===== config.mk =====
export PLATFORM = sky130hd
export DESIGN_NAME = attribute_value_type_classifier_unit
export DESIGN_NICKNAME = d
export VERILOG_FILES = /design/src/hdl/avtc_pkg.sv /design/src/hdl/avtc_fifo.sv /design/src/hdl/avtc_front.sv /design/src/hdl/avtc_back.sv /design/src/hdl/attribute_value_type_classifier_unit.sv
export VERILOG_INCLUDE_DIRS = /design/src /design/src/hdl
export SDC_FILE = /design/constraint.sdc
export NUM_CORES = 1
export LEC_CHECK = 0
export BUFFER_PORTS_ARGS = -buffer_cell sky130_fd_sc_hd__buf_2
export CAP_MARGIN = 0
export CORE_ASPECT_RATIO = 0.6
export CORE_UTILIZATION = 40
export DETAILED_ROUTE_END_ITERATION = 6
export HOLD_SLACK_MARGIN = 0.06
export SLEW_MARGIN = 20
export SYNTH_ARGS = -nofsm -noshare
export SYNTH_HDL_FRONTEND = slang
export SYNTH_SLANG_ARGS = --single-unit

===== constraint.sdc =====
create_clock -name clk -period 10.9 [get_ports clk]
set_input_delay 0.545 -clock clk [delete_from_list [all_inputs] [get_ports clk]]
set_output_delay 0.545 -clock clk [all_outputs]
set_load 0.05 [all_outputs]

===== src/hdl/assert_macros.svh =====
// ---------------------------------------------------------------------------
// Assertion macros shared by the classifier modules.
// ---------------------------------------------------------------------------
`ifndef ASSERT_MACROS_SVH
`define ASSERT_MACROS_SVH

// Checked at every rising edge while out of reset.
`define AST_CLK(label, prop, msg) \
  label: assert property (@(posedge clk) disable iff (!rst_n) (prop)) else $error(msg);

// Checked at every rising edge, reset included.
`define AST_ANY(label, prop, msg) \
  label: assert property (@(posedge clk) (prop)) else $error(msg);

`endif


===== src/hdl/avtc_pkg.sv =====
`timescale 1ns / 1ps
// ---------------------------------------------------------------------------
// avtc_pkg
// Types, constants and helpers of the attribute value type classifier.
// ---------------------------------------------------------------------------
package avtc_pkg;

  localparam int MAX_VALUE_LENGTH = 255;
  localparam int COUNT_LIMIT_INT  = (MAX_VALUE_LENGTH < 255) ? MAX_VALUE_LENGTH : 255;
  localparam logic [7:0] COUNT_LIMIT = 8'(COUNT_LIMIT_INT);

  localparam int NUM_REGS  = 6;
  localparam int IDX_W     = 3;
  localparam int REG_W     = 16;
  localparam logic [REG_W-1:0] BOUNDS_RST = 16'hFF00;

  // register indexes
  localparam logic [IDX_W-1:0] REG_CHARSET = 3'd0;
  localparam logic [IDX_W-1:0] REG_DATE    = 3'd1;
  localparam logic [IDX_W-1:0] REG_LINK    = 3'd2;
  localparam logic [IDX_W-1:0] REG_MIME    = 3'd3;
  localparam logic [IDX_W-1:0] REG_SUPER   = 3'd4;
  localparam logic [IDX_W-1:0] REG_ENUM    = 3'd5;

  // bitmap positions
  localparam int B_BOOL    = 0;
  localparam int B_CHARSET = 1;
  localparam int B_DATE    = 2;
  localparam int B_LINK    = 3;
  localparam int B_MIME    = 4;
  localparam int B_SUPER   = 5;
  localparam int B_ENUM    = 6;
  localparam int B_INT     = 7;

  localparam logic [7:0] FLAGS_RST = 8'hFF;

  localparam logic [7:0] CH_T     = 8'h54;
  localparam logic [7:0] CH_Z     = 8'h5A;
  localparam logic [7:0] CH_W     = 8'h57;
  localparam logic [7:0] CH_SLASH = 8'h2F;
  localparam logic [7:0] CH_STAR  = 8'h2A;
  localparam logic [7:0] CH_COLON = 8'h3A;
  localparam logic [7:0] CH_DOT   = 8'h2E;
  localparam logic [7:0] CH_PLUS  = 8'h2B;
  localparam logic [7:0] CH_MINUS = 8'h2D;
  localparam logic [7:0] CH_USCORE = 8'h5F;
  localparam logic [7:0] CH_SPACE = 8'h20;
  localparam logic [15:0] SUPER_TAIL = {CH_SLASH, CH_STAR};

  localparam int FIFO_DEPTH = 4;
  localparam int FIFO_AW    = $clog2(FIFO_DEPTH);

  // one finished value, handed from front to back
  typedef struct packed {
    logic [7:0] len;
    logic [7:0] flags;
  } avtc_rec_t;

  // (len - lo) mod 256 <= (hi - lo) mod 256
  function automatic logic len_ok(input logic [7:0] len, input logic [REG_W-1:0] bounds);
    logic [7:0] lo;
    logic [7:0] hi;
    logic [7:0] d_len;
    logic [7:0] d_rng;
    lo = bounds[7:0];
    hi = bounds[15:8];
    d_len = len - lo;
    d_rng = hi - lo;
    return d_len <= d_rng;
  endfunction

endpackage


===== src/hdl/avtc_fifo.sv =====
`timescale 1ns / 1ps
// ---------------------------------------------------------------------------
// avtc_fifo
// Small register queue of finished-value records between front and back.
// ---------------------------------------------------------------------------
module avtc_fifo import avtc_pkg::*; (
  input  logic      clk,
  input  logic      rst_n,
  input  logic      push,
  input  avtc_rec_t push_data,
  output logic      full,
  input  logic      pop,
  output avtc_rec_t pop_data,
  output logic      empty
);
`include "assert_macros.svh"

  avtc_rec_t            mem_r [FIFO_DEPTH];
  logic [FIFO_AW-1:0]   wr_ptr_r, wr_ptr_nxt;
  logic [FIFO_AW-1:0]   rd_ptr_r, rd_ptr_nxt;
  logic [FIFO_AW:0]     cnt_r, cnt_nxt;

  assign full     = (cnt_r == (FIFO_AW+1)'(FIFO_DEPTH));
  assign empty    = (cnt_r == '0);
  assign pop_data = mem_r[rd_ptr_r];

  always_comb begin
    wr_ptr_nxt = push ? wr_ptr_r + 1'b1 : wr_ptr_r;
    rd_ptr_nxt = pop  ? rd_ptr_r + 1'b1 : rd_ptr_r;
    cnt_nxt    = cnt_r;
    if (push && !pop) begin
      cnt_nxt = cnt_r + 1'b1;
    end else if (pop && !push) begin
      cnt_nxt = cnt_r - 1'b1;
    end
  end

  always_ff @(posedge clk) begin
    if (!rst_n) begin
      wr_ptr_r <= '0;
      rd_ptr_r <= '0;
      cnt_r    <= '0;
    end else begin
      wr_ptr_r <= wr_ptr_nxt;
      rd_ptr_r <= rd_ptr_nxt;
      cnt_r    <= cnt_nxt;
    end
  end

  always_ff @(posedge clk) begin
    if (push) begin
      mem_r[wr_ptr_r] <= push_data;
    end
  end

  `AST_CLK(a_no_overflow, !(push && full && !pop), "push into full queue")
  `AST_CLK(a_no_underflow, !(pop && empty), "pop from empty queue")
  `AST_CLK(a_ptr_gap, (cnt_r == (FIFO_AW+1)'(FIFO_DEPTH)) || ((wr_ptr_r - rd_ptr_r) == cnt_r[FIFO_AW-1:0]), "pointer gap disagrees with count")

endmodule


===== src/hdl/avtc_front.sv =====
`timescale 1ns / 1ps
// ---------------------------------------------------------------------------
// avtc_front
// Per-character class check, candidate flags, length count and tail chars.
// ---------------------------------------------------------------------------
module avtc_front import avtc_pkg::*; (
  input  logic       clk,
  input  logic       rst_n,
  input  logic       acc,
  input  logic [7:0] value_char,
  input  logic [7:0] name_char,
  input  logic [7:0] name_length,
  input  logic       has_char,
  input  logic       last,
  output logic       push,
  output avtc_rec_t  push_data
);
`include "assert_macros.svh"

  logic [7:0]  cnt_r, cnt_nxt;
  logic [7:0]  flags_r, flags_nxt;
  logic [15:0] prev_r, prev_nxt;

  logic [7:0]  cnt_upd, flags_upd, keep, fin;
  logic [15:0] prev_upd;
  logic digit, alpha, minus, plus, dot, colon, uscore, slash;

  always_comb begin
    digit  = (value_char >= 8'h30) && (value_char <= 8'h39);
    alpha  = ((value_char >= 8'h41) && (value_char <= 8'h5A)) ||
             ((value_char >= 8'h61) && (value_char <= 8'h7A));
    minus  = (value_char == CH_MINUS);
    plus   = (value_char == CH_PLUS);
    dot    = (value_char == CH_DOT);
    colon  = (value_char == CH_COLON);
    uscore = (value_char == CH_USCORE);
    slash  = (value_char == CH_SLASH);

    keep            = '0;
    keep[B_BOOL]    = alpha && (value_char == name_char) && (cnt_r < name_length);
    keep[B_CHARSET] = alpha || digit || minus || uscore || dot || colon;
    keep[B_DATE]    = digit || plus || minus || (value_char == CH_SPACE) || dot || colon ||
                      (value_char == CH_T) || (value_char == CH_Z) || (value_char == CH_W);
    keep[B_LINK]    = alpha || minus;
    keep[B_MIME]    = alpha || digit || plus || minus || slash || dot;
    keep[B_SUPER]   = alpha || slash || (value_char == CH_STAR);
    keep[B_ENUM]    = alpha || digit || minus || uscore;
    keep[B_INT]     = digit || ((cnt_r == '0) && (plus || minus));

    if (has_char) begin
      flags_upd = flags_r & keep;
      prev_upd  = {prev_r[7:0], value_char};
      cnt_upd   = (cnt_r < COUNT_LIMIT) ? cnt_r + 1'b1 : cnt_r;
    end else begin
      flags_upd = flags_r;
      prev_upd  = prev_r;
      cnt_upd   = cnt_r;
    end

    // end checks on the final length and the last two chars
    fin = flags_upd;
    if (cnt_upd != name_length) begin
      fin[B_BOOL] = 1'b0;
    end
    if ((cnt_upd < 8'd2) || (prev_upd != SUPER_TAIL)) begin
      fin[B_SUPER] = 1'b0;
    end

    push            = acc && last;
    push_data.len   = cnt_upd;
    push_data.flags = fin;

    cnt_nxt   = cnt_r;
    flags_nxt = flags_r;
    prev_nxt  = prev_r;
    if (acc) begin
      if (last) begin
        cnt_nxt   = '0;
        flags_nxt = FLAGS_RST;
        prev_nxt  = '0;
      end else begin
        cnt_nxt   = cnt_upd;
        flags_nxt = flags_upd;
        prev_nxt  = prev_upd;
      end
    end
  end

  always_ff @(posedge clk) begin
    if (!rst_n) begin
      cnt_r   <= '0;
      flags_r <= FLAGS_RST;
      prev_r  <= '0;
    end else begin
      cnt_r   <= cnt_nxt;
      flags_r <= flags_nxt;
      prev_r  <= prev_nxt;
    end
  end

  `AST_CLK(a_clear_after_last, push |=> (cnt_r == '0) && (flags_r == FLAGS_RST), "state not cleared after last")
  `AST_CLK(a_count_limit, cnt_r <= COUNT_LIMIT, "length count past limit")

endmodule


===== src/hdl/avtc_back.sv =====
`timescale 1ns / 1ps
// ---------------------------------------------------------------------------
// avtc_back
// Length-bound registers, bound qualification, type exclusion, result reg.
// ---------------------------------------------------------------------------
module avtc_back import avtc_pkg::*; (
  input  logic             clk,
  input  logic             rst_n,
  input  logic             cfg_we,
  input  logic [IDX_W-1:0] cfg_idx,
  input  logic [REG_W-1:0] cfg_wdata,
  input  logic             empty,
  input  avtc_rec_t        rec,
  output logic             pop,
  output logic             out_tvalid,
  input  logic             out_tready,
  output logic [7:0]       out_tdata
);
`include "assert_macros.svh"

  logic [REG_W-1:0] bnd_r [NUM_REGS];
  logic             vld_r, vld_nxt;
  logic [7:0]       res_r;
  logic [7:0]       f, res;

  always_ff @(posedge clk) begin
    if (!rst_n) begin
      for (int i = 0; i < NUM_REGS; i++) begin
        bnd_r[i] <= BOUNDS_RST;
      end
    end else if (cfg_we) begin
      unique case (cfg_idx)
        REG_CHARSET: bnd_r[REG_CHARSET] <= cfg_wdata;
        REG_DATE:    bnd_r[REG_DATE]    <= cfg_wdata;
        REG_LINK:    bnd_r[REG_LINK]    <= cfg_wdata;
        REG_MIME:    bnd_r[REG_MIME]    <= cfg_wdata;
        REG_SUPER:   bnd_r[REG_SUPER]   <= cfg_wdata;
        REG_ENUM:    bnd_r[REG_ENUM]    <= cfg_wdata;
        default: ;
      endcase
    end
  end

  always_comb begin
    f = rec.flags;
    if (!len_ok(rec.len, bnd_r[REG_CHARSET])) f[B_CHARSET] = 1'b0;
    if (!len_ok(rec.len, bnd_r[REG_DATE]))    f[B_DATE]    = 1'b0;
    if (!len_ok(rec.len, bnd_r[REG_LINK]))    f[B_LINK]    = 1'b0;
    if (!len_ok(rec.len, bnd_r[REG_MIME]))    f[B_MIME]    = 1'b0;
    if (!len_ok(rec.len, bnd_r[REG_SUPER]))   f[B_SUPER]   = 1'b0;
    if (!len_ok(rec.len, bnd_r[REG_ENUM]))    f[B_ENUM]    = 1'b0;

    if (f[B_BOOL]) begin
      res = 8'(1) << B_BOOL;
    end else if (f[B_INT]) begin
      res = 8'(1) << B_INT;
    end else begin
      res = f;
    end

    pop     = !empty && (!vld_r || out_tready);
    vld_nxt = pop ? 1'b1 : (out_tready ? 1'b0 : vld_r);
  end

  always_ff @(posedge clk) begin
    if (!rst_n) begin
      vld_r <= 1'b0;
    end else begin
      vld_r <= vld_nxt;
    end
  end

  always_ff @(posedge clk) begin
    if (pop) begin
      res_r <= res;
    end
  end

  assign out_tvalid = vld_r;
  assign out_tdata  = res_r;

  `AST_CLK(a_pop_fills, pop |=> vld_r, "popped record not presented")
  `AST_CLK(a_excl, !vld_r || !res_r[B_BOOL] || (res_r == (8'(1) << B_BOOL)), "boolean not exclusive")

endmodule


===== src/hdl/attribute_value_type_classifier_unit.sv =====
`timescale 1ns / 1ps
// ---------------------------------------------------------------------------
// attribute_value_type_classifier_unit
// Classifies an attribute value, one character per transfer, into a bitmap of
// possible value types. Takes one input transfer every cycle while the queue is not
// full; the bitmap of a value enters the queue with the transfer marked tlast and
// is then registered in the result stage. A four-entry queue of finished values
// sits between the character front end and the result stage, so the input stalls
// only when four results wait behind a stalled output. Length bounds are to be
// written through the cfg port only while no value is in flight (unenforced).
// ---------------------------------------------------------------------------
module attribute_value_type_classifier_unit import avtc_pkg::*; (
  input  logic             clk,
  input  logic             rst_n,
  input  logic             in_tvalid,
  output logic             in_tready,
  input  logic [23:0]      in_tdata,   // value_char[7:0], name_char[15:8], name_length[23:16]
  input  logic             in_tuser,   // has_char
  input  logic             in_tlast,   // last
  output logic             out_tvalid,
  input  logic             out_tready,
  output logic [7:0]       out_tdata,  // type_bitmap[7:0]
  input  logic             cfg_valid,
  output logic             cfg_ready,
  input  logic [IDX_W-1:0] cfg_index,
  input  logic [REG_W-1:0] cfg_data
);

  logic      full, empty, push, pop, acc;
  avtc_rec_t push_data, pop_data;

  assign in_tready = !full;
  assign acc       = in_tvalid && in_tready;
  assign cfg_ready = 1'b1;

  avtc_front u_front (
    .clk         (clk),
    .rst_n       (rst_n),
    .acc         (acc),
    .value_char  (in_tdata[7:0]),
    .name_char   (in_tdata[15:8]),
    .name_length (in_tdata[23:16]),
    .has_char    (in_tuser),
    .last        (in_tlast),
    .push        (push),
    .push_data   (push_data)
  );

  avtc_fifo u_fifo (
    .clk       (clk),
    .rst_n     (rst_n),
    .push      (push),
    .push_data (push_data),
    .full      (full),
    .pop       (pop),
    .pop_data  (pop_data),
    .empty     (empty)
  );

  avtc_back u_back (
    .clk        (clk),
    .rst_n      (rst_n),
    .cfg_we     (cfg_valid && cfg_ready),
    .cfg_idx    (cfg_index),
    .cfg_wdata  (cfg_data),
    .empty      (empty),
    .rec        (pop_data),
    .pop        (pop),
    .out_tvalid (out_tvalid),
    .out_tready (out_tready),
    .out_tdata  (out_tdata)
  );

endmodule

==> After elaboration in Yosys (flattened, before gate mapping) <==
Memory sizes are Yosys's and may differ from the RTL's. A register that Yosys moved wholly into a read port is not among the register bits.
Cells that the tools add are included.
{ "totals": {"input_bits": 50, "n_memories": 2, "out_inout_bits": 11, "reg_bits": 48, "word_cells": 188, "ramBits": 160} }
{ "classes": {"n_reduce_logical": 52, "n_eq_ne": 20, "addsub": 17, "order_cmp": 15, "bitwise": 13, "mux": 55} }
{ "mem_list": {"columns": ["memory", "depth", "word_bits", "read_ports", "rd_clocked_by_memory_dff", "wr", "line_no", "source"], "rows": [
  ["u_back.bnd_r", 6, 16, 6, 0, 6, "avtc_back.sv:21", "logic [REG_W-1:0] bnd_r [NUM_REGS];"],
  ["u_fifo.mem_r", 4, 16, 1, 1, 1, "avtc_fifo.sv:18", "avtc_rec_t mem_r [FIFO_DEPTH];"]
]} }
{ "ops": {"columns": ["operator", "count"], "rows": [
  ["16-bit 2-to-1 mux", 8],
  ["8-bit subtractor", 12],
  ["8-bit by 6-bit == test with 1-bit output, second input constant", 7],
  ["8-bit <= comparator", 6],
  ["8-bit 2-to-1 mux", 6],
  ["1-bit 2-to-1 mux", 37],
  ["8-bit by 7-bit == test with 1-bit output, second input constant", 4],
  ["1-bit logical OR", 25],
  ["3-bit OR reduction", 6],
  ["8-bit by 7-bit greater-or-equal comparator with 1-bit output, second input constant", 2],
  ["8-bit by 7-bit <= comparator with 1-bit output, second input constant", 2],
  ["16-bit by 14-bit != test with 1-bit output, second input constant", 1],
  ["1-bit logical AND", 11],
  ["3-bit == test, second input constant", 3],
  ["8-bit by 1-bit adder with 8-bit output, second input constant", 1],
  ["8-bit bitwise AND", 1],
  ["8-bit == test", 1],
  ["8-bit by 6-bit greater-or-equal comparator with 1-bit output, second input constant", 1],
  ["8-bit by 6-bit <= comparator with 1-bit output, second input constant", 1],
  ["8-bit zero test", 1],
  ["8-bit by 2-bit < comparator with 1-bit output, second input constant", 1],
  ["8-bit < comparator", 1],
  ["8-bit < comparator, second input constant", 1],
  ["8-bit != test", 1],
  ["other kinds (12)", 32]
]} }

==> Logic depth before layout (Yosys ltp) <==
Gate-level depths: netlist of run 1.
{ "depth": {"ltp_word": 13, "mapped_depth": 17, "depth_no_buf": 15} }

==> Hierarchy <==
A second synthesis of run 1 with hierarchy kept.
{ "unflattened": {"cells_unflattened": 1278, "area_unflattened_um2": 13761.9} }
{ "modules_own_cells": {"columns": ["mod", "area_per_inst_um2", "cells_per_inst", "seq_area_each_um2", "n_inst"], "rows": [
  ["avtc_back", 8689.6, 865, 3143.0, 1],
  ["avtc_fifo", 2791.4, 127, 2102.0, 1],
  ["avtc_front", 2259.7, 282, 640.6, 1],
  ["attribute_value_type_classifier_unit", 21.3, 4, 0.0, 1]
]} }

==> Least setup slack after synthesis of run 1 <==
OpenSTA, ideal clock, no wires.
{ "synth_timing": {"kind": "reg2reg", "start": "reg with a tool-made name", "end": "reg u_back.res_r[2] (netlist: u_back.out_tdata[2]) (data pin)", "period_less_slack_ns": 3.642, "required_time_ns": 10.754, "path_stages_with_launch": 17, "n_path_buf": 2, "setup_slack_ns": 7.258, "arrival_time_ns": 3.496, "setup_ns": 0.146, "cell_sequence": "dfxtp_1 -> buf_2 -> buf_2 -> mux4_2 -> inv_1 -> fa_1 -> inv_1 -> a21o_1 -> a21oi_1 -> o21bai_1 -> a21oi_1 -> xnor2_1 -> ha_1 -> a21o_1 -> a21oi_1 -> a22oi_1 -> a21oi_1"} }
{ "synth_lines": {"columns": ["item", "line_no", "source"], "rows": [
  ["end signal: assignment", "avtc_back.sv:75", "res_r <= res;"],
  ["end: declaration", "avtc_back.sv:23", "logic [7:0] res_r;"]
]} }

==> Flow_metrics.wiki, run 1 <==
{| class="wikitable"
! Metric !! Value
|-
| Status || complete, no violations
|-
| Placement row count || 51
|-
| Fraction of layout instances using a drive strength above 1 || 10.96%
|-
| Number of buffers created by CTS || 23
|-
| Number of stages on the worst hold path || 4
|-
| Clock tree from TritonCTS || done
|-
| Number of nets still failing antenna checks after routing || 0
|-
| Count of max-cap constraint violations || 0
|-
| Worst Min Path Start || out_tready
|-
| Initial core utilization || 40.92%
|-
| Distinct cell type count after synthesis || 65
|-
| Half-perimeter wire length after placement || 24060 um
|-
| Global Route Usage Sum || 19.23%
|-
| Worst slew margin relative to its limit || 27.04%
|-
| RSZ-0062 raised after global routing || no
|-
| Crit-path slowest cell || mux4_2
|-
| Cell Count Post-Placement || 1695
|-
| Worst min-delay path class || input port to flop
|-
| Pre-CTS worst setup slack || 6.937 ns
|-
| Top area cells in the synthesized netlist || edfxtp_1, ha_1, dfxtp_1
|-
| Number of storage elements in the synthesis netlist || 210
|-
| Layout Utilization || 45.51%
|-
| Post-layout min period || 3.968 ns
|-
| Endpoint, Worst Hold || u_back.out_tvalid
|-
| P per Cell Area || 210.9 mW/mm^2
|-
| Achievable Freq || 252.0 MHz
|-
| Crit-path max FO || 15
|-
| Peak VDD IR || 0.09149 mV
|-
| Worst reg-to-reg setup slack || 6.93 ns
|-
| Slew at the pin closest to its max-slew limit || 1.087 ns
|-
| CTS sink count || 210
|-
| Non-filler cells in the finished layout || 1736
|-
| Yosys warns || 0
|-
| Vias in the first global route || 8727
|-
| Top Ports || 61
|-
| Clock latency on the worst-skew pair || 0.52 ns
|-
| Cell type with the highest aggregate area in the netlist || edfxtp_1
|-
| Count of unresolved DRC violations after routing || 0
|-
| CTS Hold Bufs || 0
|-
| Setup repair bufs after CTS || 0
|-
| Delay of the slowest cell on the worst path || 0.54 ns
|-
| Startpoint types || flop
|-
| Area growth from synthesis to layout || 11.21%
|-
| Worst Clk Skew || 0.01397 ns
|-
| Antenna violations before repair || 2
|-
| Number of gates resized after CTS || 0
|-
| Gpl congestion || 0.8286
|-
| Final Total Pwr || 3.136 mW
|-
| Worst Hold Slack || 0.3513 ns
|-
| Cell Area, Placed || 0.01416 mm^2
|-
| Clock buffer depth || 3
|-
| Post-DR vias/cell || 5.248
|-
| Post-synth EDFFs || 168
|-
| Floorplan Core Area || 0.03267 mm^2
|-
| Dominant synthesized flop cell || edfxtp_1
|-
| Largest net degree at the start of global routing || 44
|-
| Cell-by-cell listing of the critical path || buf_4 -> mux4_2 -> inv_1 -> ha_1 -> fa_1 -> inv_1 -> a21o_1 -> a21oi_1 -> o21bai_1 -> a21oi_1 -> xnor2_1 -> ha_1 -> a21o_1 -> a21oi_1 -> a22oi_1 -> a21oi_1
|-
| Pins Over Slew Limit || 0
|-
| Vias after detailed routing || 9111
|-
| Average wire length per cell after detail routing || 18.62 um
|-
| Layout fillers || 3099
|-
| Number of diodes || 0
|-
| Arrival time of the worst setup path || 4.33 ns
|-
| Final Hold Vio Count || 0
|-
| H-tree depth reported by CTS || 1
|-
| Async S/R FF share, synth || 0%
|-
| Y dimension of the die || 143.6 um
|-
| Final #Nets || 1485
|-
| Total non-filler cell area in the finished layout || 0.01487 mm^2
|-
| Global-route wire length before repair || 50080 um
|-
| Most frequent standard cell in the layout excluding fill and tap cells || edfxtp_1
|-
| Starting DRT DRC Count || 776
|-
| CP endpoint kind || flop
|-
| Final global-route overflow total || 0
|-
| FF/Latch Area || 0.005886 mm^2
|-
| Syn Std Cell Area || 0.01337 mm^2
|-
| Clock root buffer || clkbuf_16
|-
| Worst Reg-to-Reg Cells || 16
|-
| CP Class || flop to flop
|-
| Port-buffer cells || 59
|-
| Final setup violation count || 0
|-
| Fraction of the cycle the final worst path needs || 36.41%
|-
| Final WL || 32330 um
|-
| Static leakage || 6.008 nW
|-
| Most used cells in the layout excluding fill and tap cells || edfxtp_1, ha_1, inv_1
|-
| Total nets after synthesis || 1425
|-
| Mean instance size in the synthesized netlist || 11.05 um^2
|-
| Gate count of the mapped netlist || 1210
|-
| Multi-input logic area || 0.006954 mm^2
|-
| CP dominant cell by count || a21oi_1
|-
| Die extent in x || 238.0 um
|-
| Bufs and invs on worst path || 3
|-
| Kind of cell adding the most delay to the critical path || compound AO/OA/AOI/OAI gates
|-
| CTS clock-pin slew for the worst setup and hold paths || 0.06 ns
|-
| Final sum of negative setup slack || 0 ns
|-
| Area of the die || 0.03418 mm^2
|-
| Area share of the largest cell type after synthesis || 37.74%
|-
| Data required time at the worst endpoint || 11.26 ns
|-
| Seq/Total Area, Yosys || 44.02%
|-
| First-pass DRT Iterations || 5
|-
| Worst setup margin || 6.932 ns
|-
| Capture instance of the worst register-to-register path || u_back.out_tdata[2]
|}
-- where the power goes --
group	leakage [nW]	internal, mW	switching, mW	total (mW)
combinational	3.70	0.596	0.803	1.40
clock	0.351	0.435	0.322	0.756
sequential	1.95	0.943	0.0363	0.980
-- layout make-up --
| cell class | count | area share [%] |
|---|---|---|
| Tap cell | 450 | 3.787 |
| Clock buffer | 27 | 3.972 |
| Clock inverter | 14 | 0.8163 |
| Multi-Input combinational cell | 864 | 46.77 |
| Timing Repair Buffer | 69 | 2.491 |
| Inverter | 102 | 2.575 |
| Sequential cell | 210 | 39.59 |
-- synthesized netlist by cell type (all sizes together) (23+ instances only) --
cell type and count:
nand3 23, or3 37, inv 102, nor2 25, o21ai 58, and2 58
xnor2 63, nand2b 42, nor2b 52, a22oi 24, edfxtp 168, dfxtp 42
ha 152, xor2 41, a21oi 63, a21o 27, nand2 46
-- worst register-to-register path: cells and delay by family (launching register included) --
kind	cells	cell delay, ns
AO/OA/AOI/OAI	8	1.30
multiplexers	1	0.55
XOR/XNOR	1	0.14
buffers and inverters	3	0.73
flip-flops	1	0.35
adder cells (fa/ha/maj)	3	0.76
-- worst max path at each step --
| stage | startpoint | to | slack, ns | depth (start not counted) |
|---|---|---|---|---|
| 4_1_cts | flop | u_back.out_tdata[4] | 6.93 | 16 |
| 3_5_place_dp | flop | u_back.out_tdata[4] | 6.94 | 16 |
| 6_report | flop | u_back.out_tdata[2] | 6.93 | 16 |
| 2_1_floorplan | flop | u_back.out_tdata[2] | 7.26 | 16 |
| 5_1_grt | flop | u_back.out_tdata[4] | 6.59 | 16 |
| 3_3_place_gp | flop | u_back.out_tdata[4] | 7.05 | 16 |
-- sequential cells by signal (all words and copies together) (netlist names), 2 cells and up, named ones only --
name	count
u_front.cnt_r	8
u_back.bnd_r	96
u_front.prev_r	16
u_fifo.wr_ptr_r	2
u_front.flags_r	8
u_back.out_tdata	8
u_fifo.rd_ptr_r	2
u_fifo.cnt_r	3
u_fifo.mem_r	64
-- per-layer routing --
metal	routed length (um)	up-vias	global-route usage (%)
met2	12930	250	27.05
li1	-	4455	-
met3	2460	27	4.341
met4	384	0	2.935
met1	16560	4379	30.04
met5	0	-	0
-- cells by family after synthesis --
family                     count (synthesis)  share of synthesized area [%]
AOI/OAI and AO/OA                        229                          10.87
other                                      1                        0.02805
muxes                                     22                          3.201
adders and majority gates                165                          16.17
xor gates and xnor gates                 104                          6.813
buffers and inverters                    136                          4.099
and+or+nand+nor                          343                          14.80
DFF                                      210                          44.02
Note: power is estimated with default switching activity, not from simulation.
==> inputs of run 2 (changes only) <==
==> constraint.sdc (replaced) <==
create_clock -name clk -period 4.2 [get_ports clk]
set_input_delay 0.21 -clock clk [delete_from_list [all_inputs] [get_ports clk]]
set_output_delay 0.21 -clock clk [all_outputs]
set_load 0.05 [all_outputs]
==> run 2 against run 1 <==
Net effect:
- wire length is 0.77% lower
- global-route usage decreased by 0.14 points
- register-to-register slack worse by 6.5 ns
- hold slack got worse by 0.25 ns
- final area increased by 0.35%
- flip-flop and latch count unchanged
- sequential power rose to 2.6 times the previous value
- clock power grew to 2.5 times the previous value
- non-clock buffer count up 5
- largest cell class unchanged
==> Flow_metrics.wiki, run 2 (same netlist as run 1, synthesis figures left out) <==
{| class="wikitable"
! Metric !! Value
|-
| Status || complete, no violations
|-
| CP Class || flop to flop
|-
| Fraction of the cycle the final worst path needs || 89.30%
|-
| RSZ-0062 raised after global routing || no
|-
| Number of cells on the critical path || 15
|-
| Cell-by-cell listing of the critical path || mux4_2 -> inv_1 -> ha_1 -> fa_1 -> inv_1 -> a21o_1 -> a21oi_1 -> o21bai_1 -> a21oi_1 -> xnor2_1 -> ha_1 -> a21o_1 -> a21oi_1 -> a21oi_1 -> a21oi_1
|-
| Worst setup margin || 0.4495 ns
|-
| Achievable Freq || 266.6 MHz
|-
| Final #Nets || 1489
|-
| Largest register FFs || 96
|-
| CTS sink count || 210
|-
| First-pass DRT Iterations || 5
|-
| Startpoint types || flop
|-
| Y dimension of the die || 143.6 um
|-
| CTS clock-pin slew for the worst setup and hold paths || 0.06 ns
|-
| Clock buffer depth || 3
|-
| Count of max-cap constraint violations || 0
|-
| Final setup violation count || 0
|-
| Delay of the slowest cell on the worst path || 0.53 ns
|-
| Crit-path max FO || 7
|-
| Placement row count || 51
|-
| Post-DR vias/cell || 5.144
|-
| Crit-path slowest cell || mux4_2
|-
| Half-perimeter wire length after placement || 24020 um
|-
| Number of stages on the worst hold path || 3
|-
| Fraction of layout instances using a drive strength above 1 || 11.55%
|-
| Cell Count Post-Placement || 1699
|-
| Pins Over Slew Limit || 0
|-
| Area of the die || 0.03418 mm^2
|-
| Most frequent standard cell in the layout excluding fill and tap cells || edfxtp_1
|-
| Reg with most FFs || u_back.bnd_r
|-
| Number of diodes || 0
|-
| Worst min-delay path class || input port to flop
|-
| Vias after detailed routing || 8950
|-
| Port-buffer cells || 59
|-
| Final sum of negative setup slack || 0 ns
|-
| Number of nets still failing antenna checks after routing || 0
|-
| Clock root buffer || clkbuf_16
|-
| Clock latency on the worst-skew pair || 0.51 ns
|-
| Static leakage || 6.049 nW
|-
| Slew at the pin closest to its max-slew limit || 1.137 ns
|-
| Final Hold Vio Count || 0
|-
| Arrival time of the worst setup path || 4.10 ns
|-
| Biggest regs || u_back.bnd_r: 96 flops, u_fifo.mem_r: 64 flops, u_front.prev_r: 16 flops
|-
| Post-layout min period || 3.751 ns
|-
| Most used cells in the layout excluding fill and tap cells || edfxtp_1, ha_1, inv_1
|-
| Area growth from synthesis to layout || 11.60%
|-
| Bufs and invs on worst path || 2
|-
| Peak VDD IR || 0.2451 mV
|-
| Global-route wire length before repair || 49270 um
|-
| Gpl congestion || 0.8421
|-
| Worst Reg-to-Reg Cells || 15
|-
| Clock tree from TritonCTS || done
|-
| Antenna violations before repair || 4
|-
| Kind of cell adding the most delay to the critical path || compound AO/OA/AOI/OAI gates
|-
| Largest net degree at the start of global routing || 40
|-
| Non-filler cells in the finished layout || 1740
|-
| Data required time at the worst endpoint || 4.55 ns
|-
| CP dominant cell by count || a21oi_1
|-
| Initial core utilization || 40.92%
|-
| Average wire length per cell after detail routing || 18.44 um
|-
| Die extent in x || 238.0 um
|-
| Layout Utilization || 45.66%
|-
| Count of unresolved DRC violations after routing || 0
|-
| Global Route Usage Sum || 19.08%
|-
| Starting DRT DRC Count || 668
|-
| Worst slew margin relative to its limit || 23.92%
|-
| Vias in the first global route || 8472
|-
| P per Cell Area || 543.0 mW/mm^2
|-
| H-tree depth reported by CTS || 1
|-
| Top Ports || 61
|-
| Final WL || 32080 um
|-
| Worst Clk Skew || 0.01102 ns
|-
| Number of buffers created by CTS || 22
|-
| Setup repair bufs after CTS || 0
|-
| Floorplan Core Area || 0.03267 mm^2
|-
| CP endpoint kind || flop
|-
| Final global-route overflow total || 0
|-
| Pre-CTS worst setup slack || 0.2596 ns
|}
-- run 2: final timing paths --
| kind | from | end | slack [ns] |
|---|---|---|---|
| max | flop | u_back.out_tdata[4] | 0.45 |
| min | in_tdata[7] | u_front.prev_r[7] | 0.10 |
| max reg2reg | flop | u_back.out_tdata[4] | 0.45 |
| min reg2reg | u_front.flags_r[5] | u_front.flags_r[5] | 0.45 |
-- run 2: per-stage QoR --
stage / area, um^2 / hold WS [ns] / power (mW)
2_1_floorplan: 13370 / 0.3878 / 5.291
3_3_place_gp: 14190 / 0.4267 / 6.155
4_1_cts: 14910 / 0.07174 / 8.186
6_report: 14920 / 0.1021 / 8.101
3_5_place_dp: 14190 / 0.4374 / 6.207
5_1_grt: 14920 / 0.08767 / 8.762
-- run 2: power by group --
part / switching, mW / internal (mW) / leakage (nW)
clock network: 0.789 / 1.13 / 0.363
logic: 2.05 / 1.57 / 3.73
registers: 0.106 / 2.45 / 1.95
total: 2.95 / 5.15 / 6.05
-- run 2: what timing repair did --
item | in CTS | in global routing
hold buffers | 1 | 0
gates resized for setup | 0 | 1
endpoints found under the setup margin | 0 | 1
hold endpoints to repair | 1 | 0
-- run 2: worst min-delay path, stage by stage --
cell     delay [ns]
buf_2          0.15
a22oi_1        0.10
nor2b_1        0.10
-- run 2: routing by layer --
metal / wire length (um) / global-route usage, % / share of wire, %
met1: 16690 / 30.31 / 52
met2: 12630 / 26.39 / 39
met3: 2133 / 3.438 / 6.6
met4: 625 / 4.015 / 1.9
met5: 0 / 0 / 0
-- run 2: final cells by class --
class	count	area, um^2
clock buffer	32	645.6
clock inverter	8	65.06
fill	3033	17750
inverter	102	382.9
multi-input combinational	864	6953
sequential	210	5887
tap	450	563.0
timing repair buffer	74	422.9
==> inputs of run 3 (changes only) <==
--- a/config.mk
+++ b/config.mk
@@ -6,6 +6,7 @@
 export SDC_FILE = /design/constraint.sdc
 export NUM_CORES = 1
 export LEC_CHECK = 0
+export ABC_AREA = 1
 export BUFFER_PORTS_ARGS = -buffer_cell sky130_fd_sc_hd__buf_2
 export CAP_MARGIN = 0
 export CORE_ASPECT_RATIO = 0.6
==> run 3 against run 2 <==
Net effect:
- hold slack gained 0.051 ns
- critical path depth increased by 2
- sequential power is essentially flat
- clock power rose by 2%
- final area rose by 1.5%
- clock skew down 0.0018 ns
- flip-flop and latch count is the same
- cell count grew 19%
- power is 18% higher
- die area increased by 1.6%
==> Flow_metrics.wiki, run 3 <==
{| class="wikitable"
! Metric !! Value
|-
| Capture instance of the worst register-to-register path || u_back.out_tdata[1]
|-
| Cell Area, Placed || 0.01442 mm^2
|-
| Static leakage || 6.695 nW
|-
| Vias after detailed routing || 10530
|-
| Clock tree from TritonCTS || done
|-
| Final setup violation count || 0
|-
| Half-perimeter wire length after placement || 26500 um
|-
| Final Hold Vio Count || 0
|-
| Syn Std Cell Area || 0.01359 mm^2
|-
| Count of unresolved DRC violations after routing || 0
|-
| Global-route wire length before repair || 55030 um
|-
| Arrival time of the worst setup path || 4.02 ns
|-
| Biggest regs || u_back.bnd_r: 96 flops, u_fifo.mem_r: 64 flops, u_front.prev_r: 16 flops
|-
| Worst Min Path Start || cfg_data[8]
|-
| Most frequent standard cell in the layout excluding fill and tap cells || nand2_1
|-
| Floorplan Core Area || 0.03293 mm^2
|-
| Status || complete, no violations
|-
| Startpoint types || flop
|-
| Cell type with the highest aggregate area in the netlist || edfxtp_1
|-
| Yosys warns || 0
|-
| Worst min-delay path class || input port to flop
|-
| Area growth from synthesis to layout || 11.46%
|-
| Gate count of the mapped netlist || 1530
|-
| Final global-route overflow total || 0
|-
| Achievable Freq || 267.2 MHz
|-
| Gpl congestion || 0.8853
|-
| Cell-by-cell listing of the critical path || buf_4 -> nand2_1 -> a32o_1 -> ha_1 -> fa_1 -> o21ai_0 -> a21oi_1 -> nor2_1 -> nor2_1 -> xnor2_1 -> ha_1 -> nand2_1 -> inv_1 -> nand3_1 -> o211ai_1 -> o21ai_0 -> and3_1
|-
| Data required time at the worst endpoint || 4.48 ns
|-
| Die extent in x || 239.9 um
|-
| Async S/R FF share, synth || 0%
|-
| Bufs and invs on worst path || 2
|-
| Fraction of layout instances using a drive strength above 1 || 8.333%
|-
| Final WL || 35280 um
|-
| Seq/Total Area, Yosys || 43.32%
|-
| Crit-path max FO || 32
|-
| Worst Hold Slack || 0.1536 ns
|-
| Global Route Usage Sum || 20.89%
|-
| Post-layout min period || 3.743 ns
|-
| Clock buffer depth || 3
|-
| Most used cells in the layout excluding fill and tap cells || nand2_1, inv_1, nor2_1
|-
| Initial core utilization || 41.26%
|-
| Worst slew margin relative to its limit || 46.27%
|-
| Arithmetic-cell share of the synthesized area counting full adders, half adders and majority gates || 15.91%
|-
| Largest net degree at the start of global routing || 45
|-
| Total non-filler cell area in the finished layout || 0.01514 mm^2
|-
| Kind of cell adding the most delay to the critical path || compound AO/OA/AOI/OAI gates
|-
| Number of buffers created by CTS || 22
|-
| Starting DRT DRC Count || 829
|-
| Worst reg-to-reg setup slack || 0.46 ns
|-
| Post-synth EDFFs || 168
|-
| Slew at the pin closest to its max-slew limit || 0.8060 ns
|-
| Worst Clk Skew || 0.009175 ns
|-
| P per Cell Area || 632.6 mW/mm^2
|-
| Distinct cell type count after synthesis || 44
|-
| Number of storage elements in the synthesis netlist || 210
|-
| Vias in the first global route || 9768
|-
| Mean instance size in the synthesized netlist || 8.879 um^2
|-
| Number of nets still failing antenna checks after routing || 0
|-
| Area share of the largest cell type after synthesis || 37.13%
|-
| CTS sink count || 210
|-
| Post-DR vias/cell || 5.085
|-
| Number of stages on the worst hold path || 3
|-
| Largest register FFs || 96
|-
| Top area cells in the synthesized netlist || edfxtp_1, ha_1, nand2_1
|-
| Most used standard cell by instance count after synthesis || nand2_1
|-
| CP endpoint kind || flop
|-
| Dominant combinational cell family by area after synthesis || simple AND/OR/NAND/NOR gates
|-
| Crit-path slowest cell || fa_1
|-
| Average wire length per cell after detail routing || 17.04 um
|-
| Proportion of synthesized area in mux cells || 0.07368%
|-
| Simple-gate area share of the yosys netlist || 17.12%
|-
| Clock root buffer || clkbuf_16
|-
| Synthesized-area fraction occupied by ao, oa, aoi and oai cells || 10.86%
|-
| Count of max-cap constraint violations || 0
|-
| Port-buffer cells || 59
|-
| RSZ-0062 raised after global routing || no
|-
| Number of cells on the critical path || 17
|-
| Total nets after synthesis || 1745
|-
| Fraction of the cycle the final worst path needs || 89.11%
|-
| First-pass DRT Iterations || 7
|-
| Dominant synthesized flop cell || edfxtp_1
|-
| Reg with most FFs || u_back.bnd_r
|-
| CTS clock-pin slew for the worst setup and hold paths || 0.07 ns
|-
| Final #Nets || 1819
|-
| Antenna violations before repair || 1
|-
| Placement row count || 51
|-
| Peak VDD IR || 0.3308 mV
|-
| Leading post-synthesis cells by instance count || nand2_1, inv_1, nor2_1
|-
| Pins Over Slew Limit || 0
|-
| Top Ports || 61
|-
| Y dimension of the die || 144.8 um
|-
| Fraction of synthesized cell area in xor and xnor cells || 5.867%
|-
| Endpoint, Worst Hold || u_back.bnd_r[0][8]
|-
| H-tree depth reported by CTS || 1
|-
| Worst Reg-to-Reg Cells || 17
|-
| CP Class || flop to flop
|-
| Final sum of negative setup slack || 0 ns
|-
| Clock latency on the worst-skew pair || 0.52 ns
|-
| Layout fillers || 3198
|-
| Area of the die || 0.03473 mm^2
|-
| Final Total Pwr || 9.578 mW
|-
| Delay of the slowest cell on the worst path || 0.44 ns
|}
==> run 3: changes by cell type after synthesis, sizes merged, moves of 23 or more <==
cell,change
nor2,+155
nand2,+244
a21o,-27
a22oi,-24
and2,-58
inv,+102
a21oi,+60
nand3,+28
nand2b,-42
or3,-37
o21ai,+43
nor2b,-52
xnor2,-23
==> run 3: worst max path at each step <==
stage,slack (ns),start,to
after floorplan,0.52,flop,u_back.out_tdata[4]
after global placement,0.59,flop,u_back.out_tdata[1]
after detailed placement,0.50,flop,u_back.out_tdata[1]
after CTS,0.48,flop,u_back.out_tdata[1]
after global routing,0.06,flop,u_back.out_tdata[1]
final,0.46,flop,u_back.out_tdata[1]
==> run 3: area by class of cell <==
| cell class | count | area [um^2] | area share, % |
|---|---|---|---|
| Clock inverter | 12 | 103.9 | 0.6858 |
| Antenna cell | 1 | 2.502 | 0.01653 |
| Timing Repair Buffer | 77 | 432.9 | 2.859 |
| Tap cell | 450 | 563.0 | 3.718 |
| Multi-Input combinational cell | 1088 | 6780 | 44.78 |
| Inverter | 205 | 769.5 | 5.082 |
| Sequential cell | 210 | 5886 | 38.87 |
| Clock buffer | 28 | 604.3 | 3.991 |
==> run 3: kinds of logic (layout without fill, tap and decap cells) <==
kind of cell / count (synthesis) / after routing
other: 1 / 2
flip-flops: 210 / 210
multiplexers: 1 / 1
buffers and inverters: 232 / 322
adder cells (fa/ha/maj): 165 / 165
AND/OR/NAND/NOR: 561 / 561
AO/OA/AOI/OAI: 269 / 269
XOR/XNOR: 91 / 91
==> run 3: worst min-delay path, cell delays in order <==
cell,delay [ns]
buf_2,0.07
inv_1,0.16
nand2_1,0.12
==> run 3: report_power, final <==
| group | switching (mW) | internal [mW] | leakage, nW | total [mW] |
|---|---|---|---|---|
| clock | 0.869 | 1.09 | 0.332 | 1.96 |
| combinational | 3.15 | 1.92 | 4.40 | 5.06 |
| sequential | 0.0890 | 2.47 | 1.96 | 2.56 |
| total | 4.10 | 5.48 | 6.69 | 9.58 |
==> run 3: routing by layer <==
layer  up-vias  wire length (um)  track usage [%]
li1       5298                 -                -
met2       283             13340            28.45
met3        33              2265            3.054
met5         -                 0                0
met1      4916             19220            34.34
met4         0               454            3.252
==> run 3: timing repair <==
action,4_1_cts,5_1_grt
hold buffers,1,0
resized for setup,0,0
hold endpoints to repair,1,0
setup buffers,0,0
endpoints found under the setup margin,0,0
==> run 3: per-stage QoR <==
| step | setup slack (ns) | instances | util (%) |
|---|---|---|---|
| after global placement | 0.5922 | 2029 | 43.80 |
| after detailed placement | 0.4954 | 2029 | 43.80 |
| after floorplan | 0.5210 | 1530 | - |
| final | 0.4573 | 2071 | 45.99 |
| after global routing | 0.05884 | 2070 | 45.98 |
| after CTS | 0.4754 | 2070 | 45.98 |
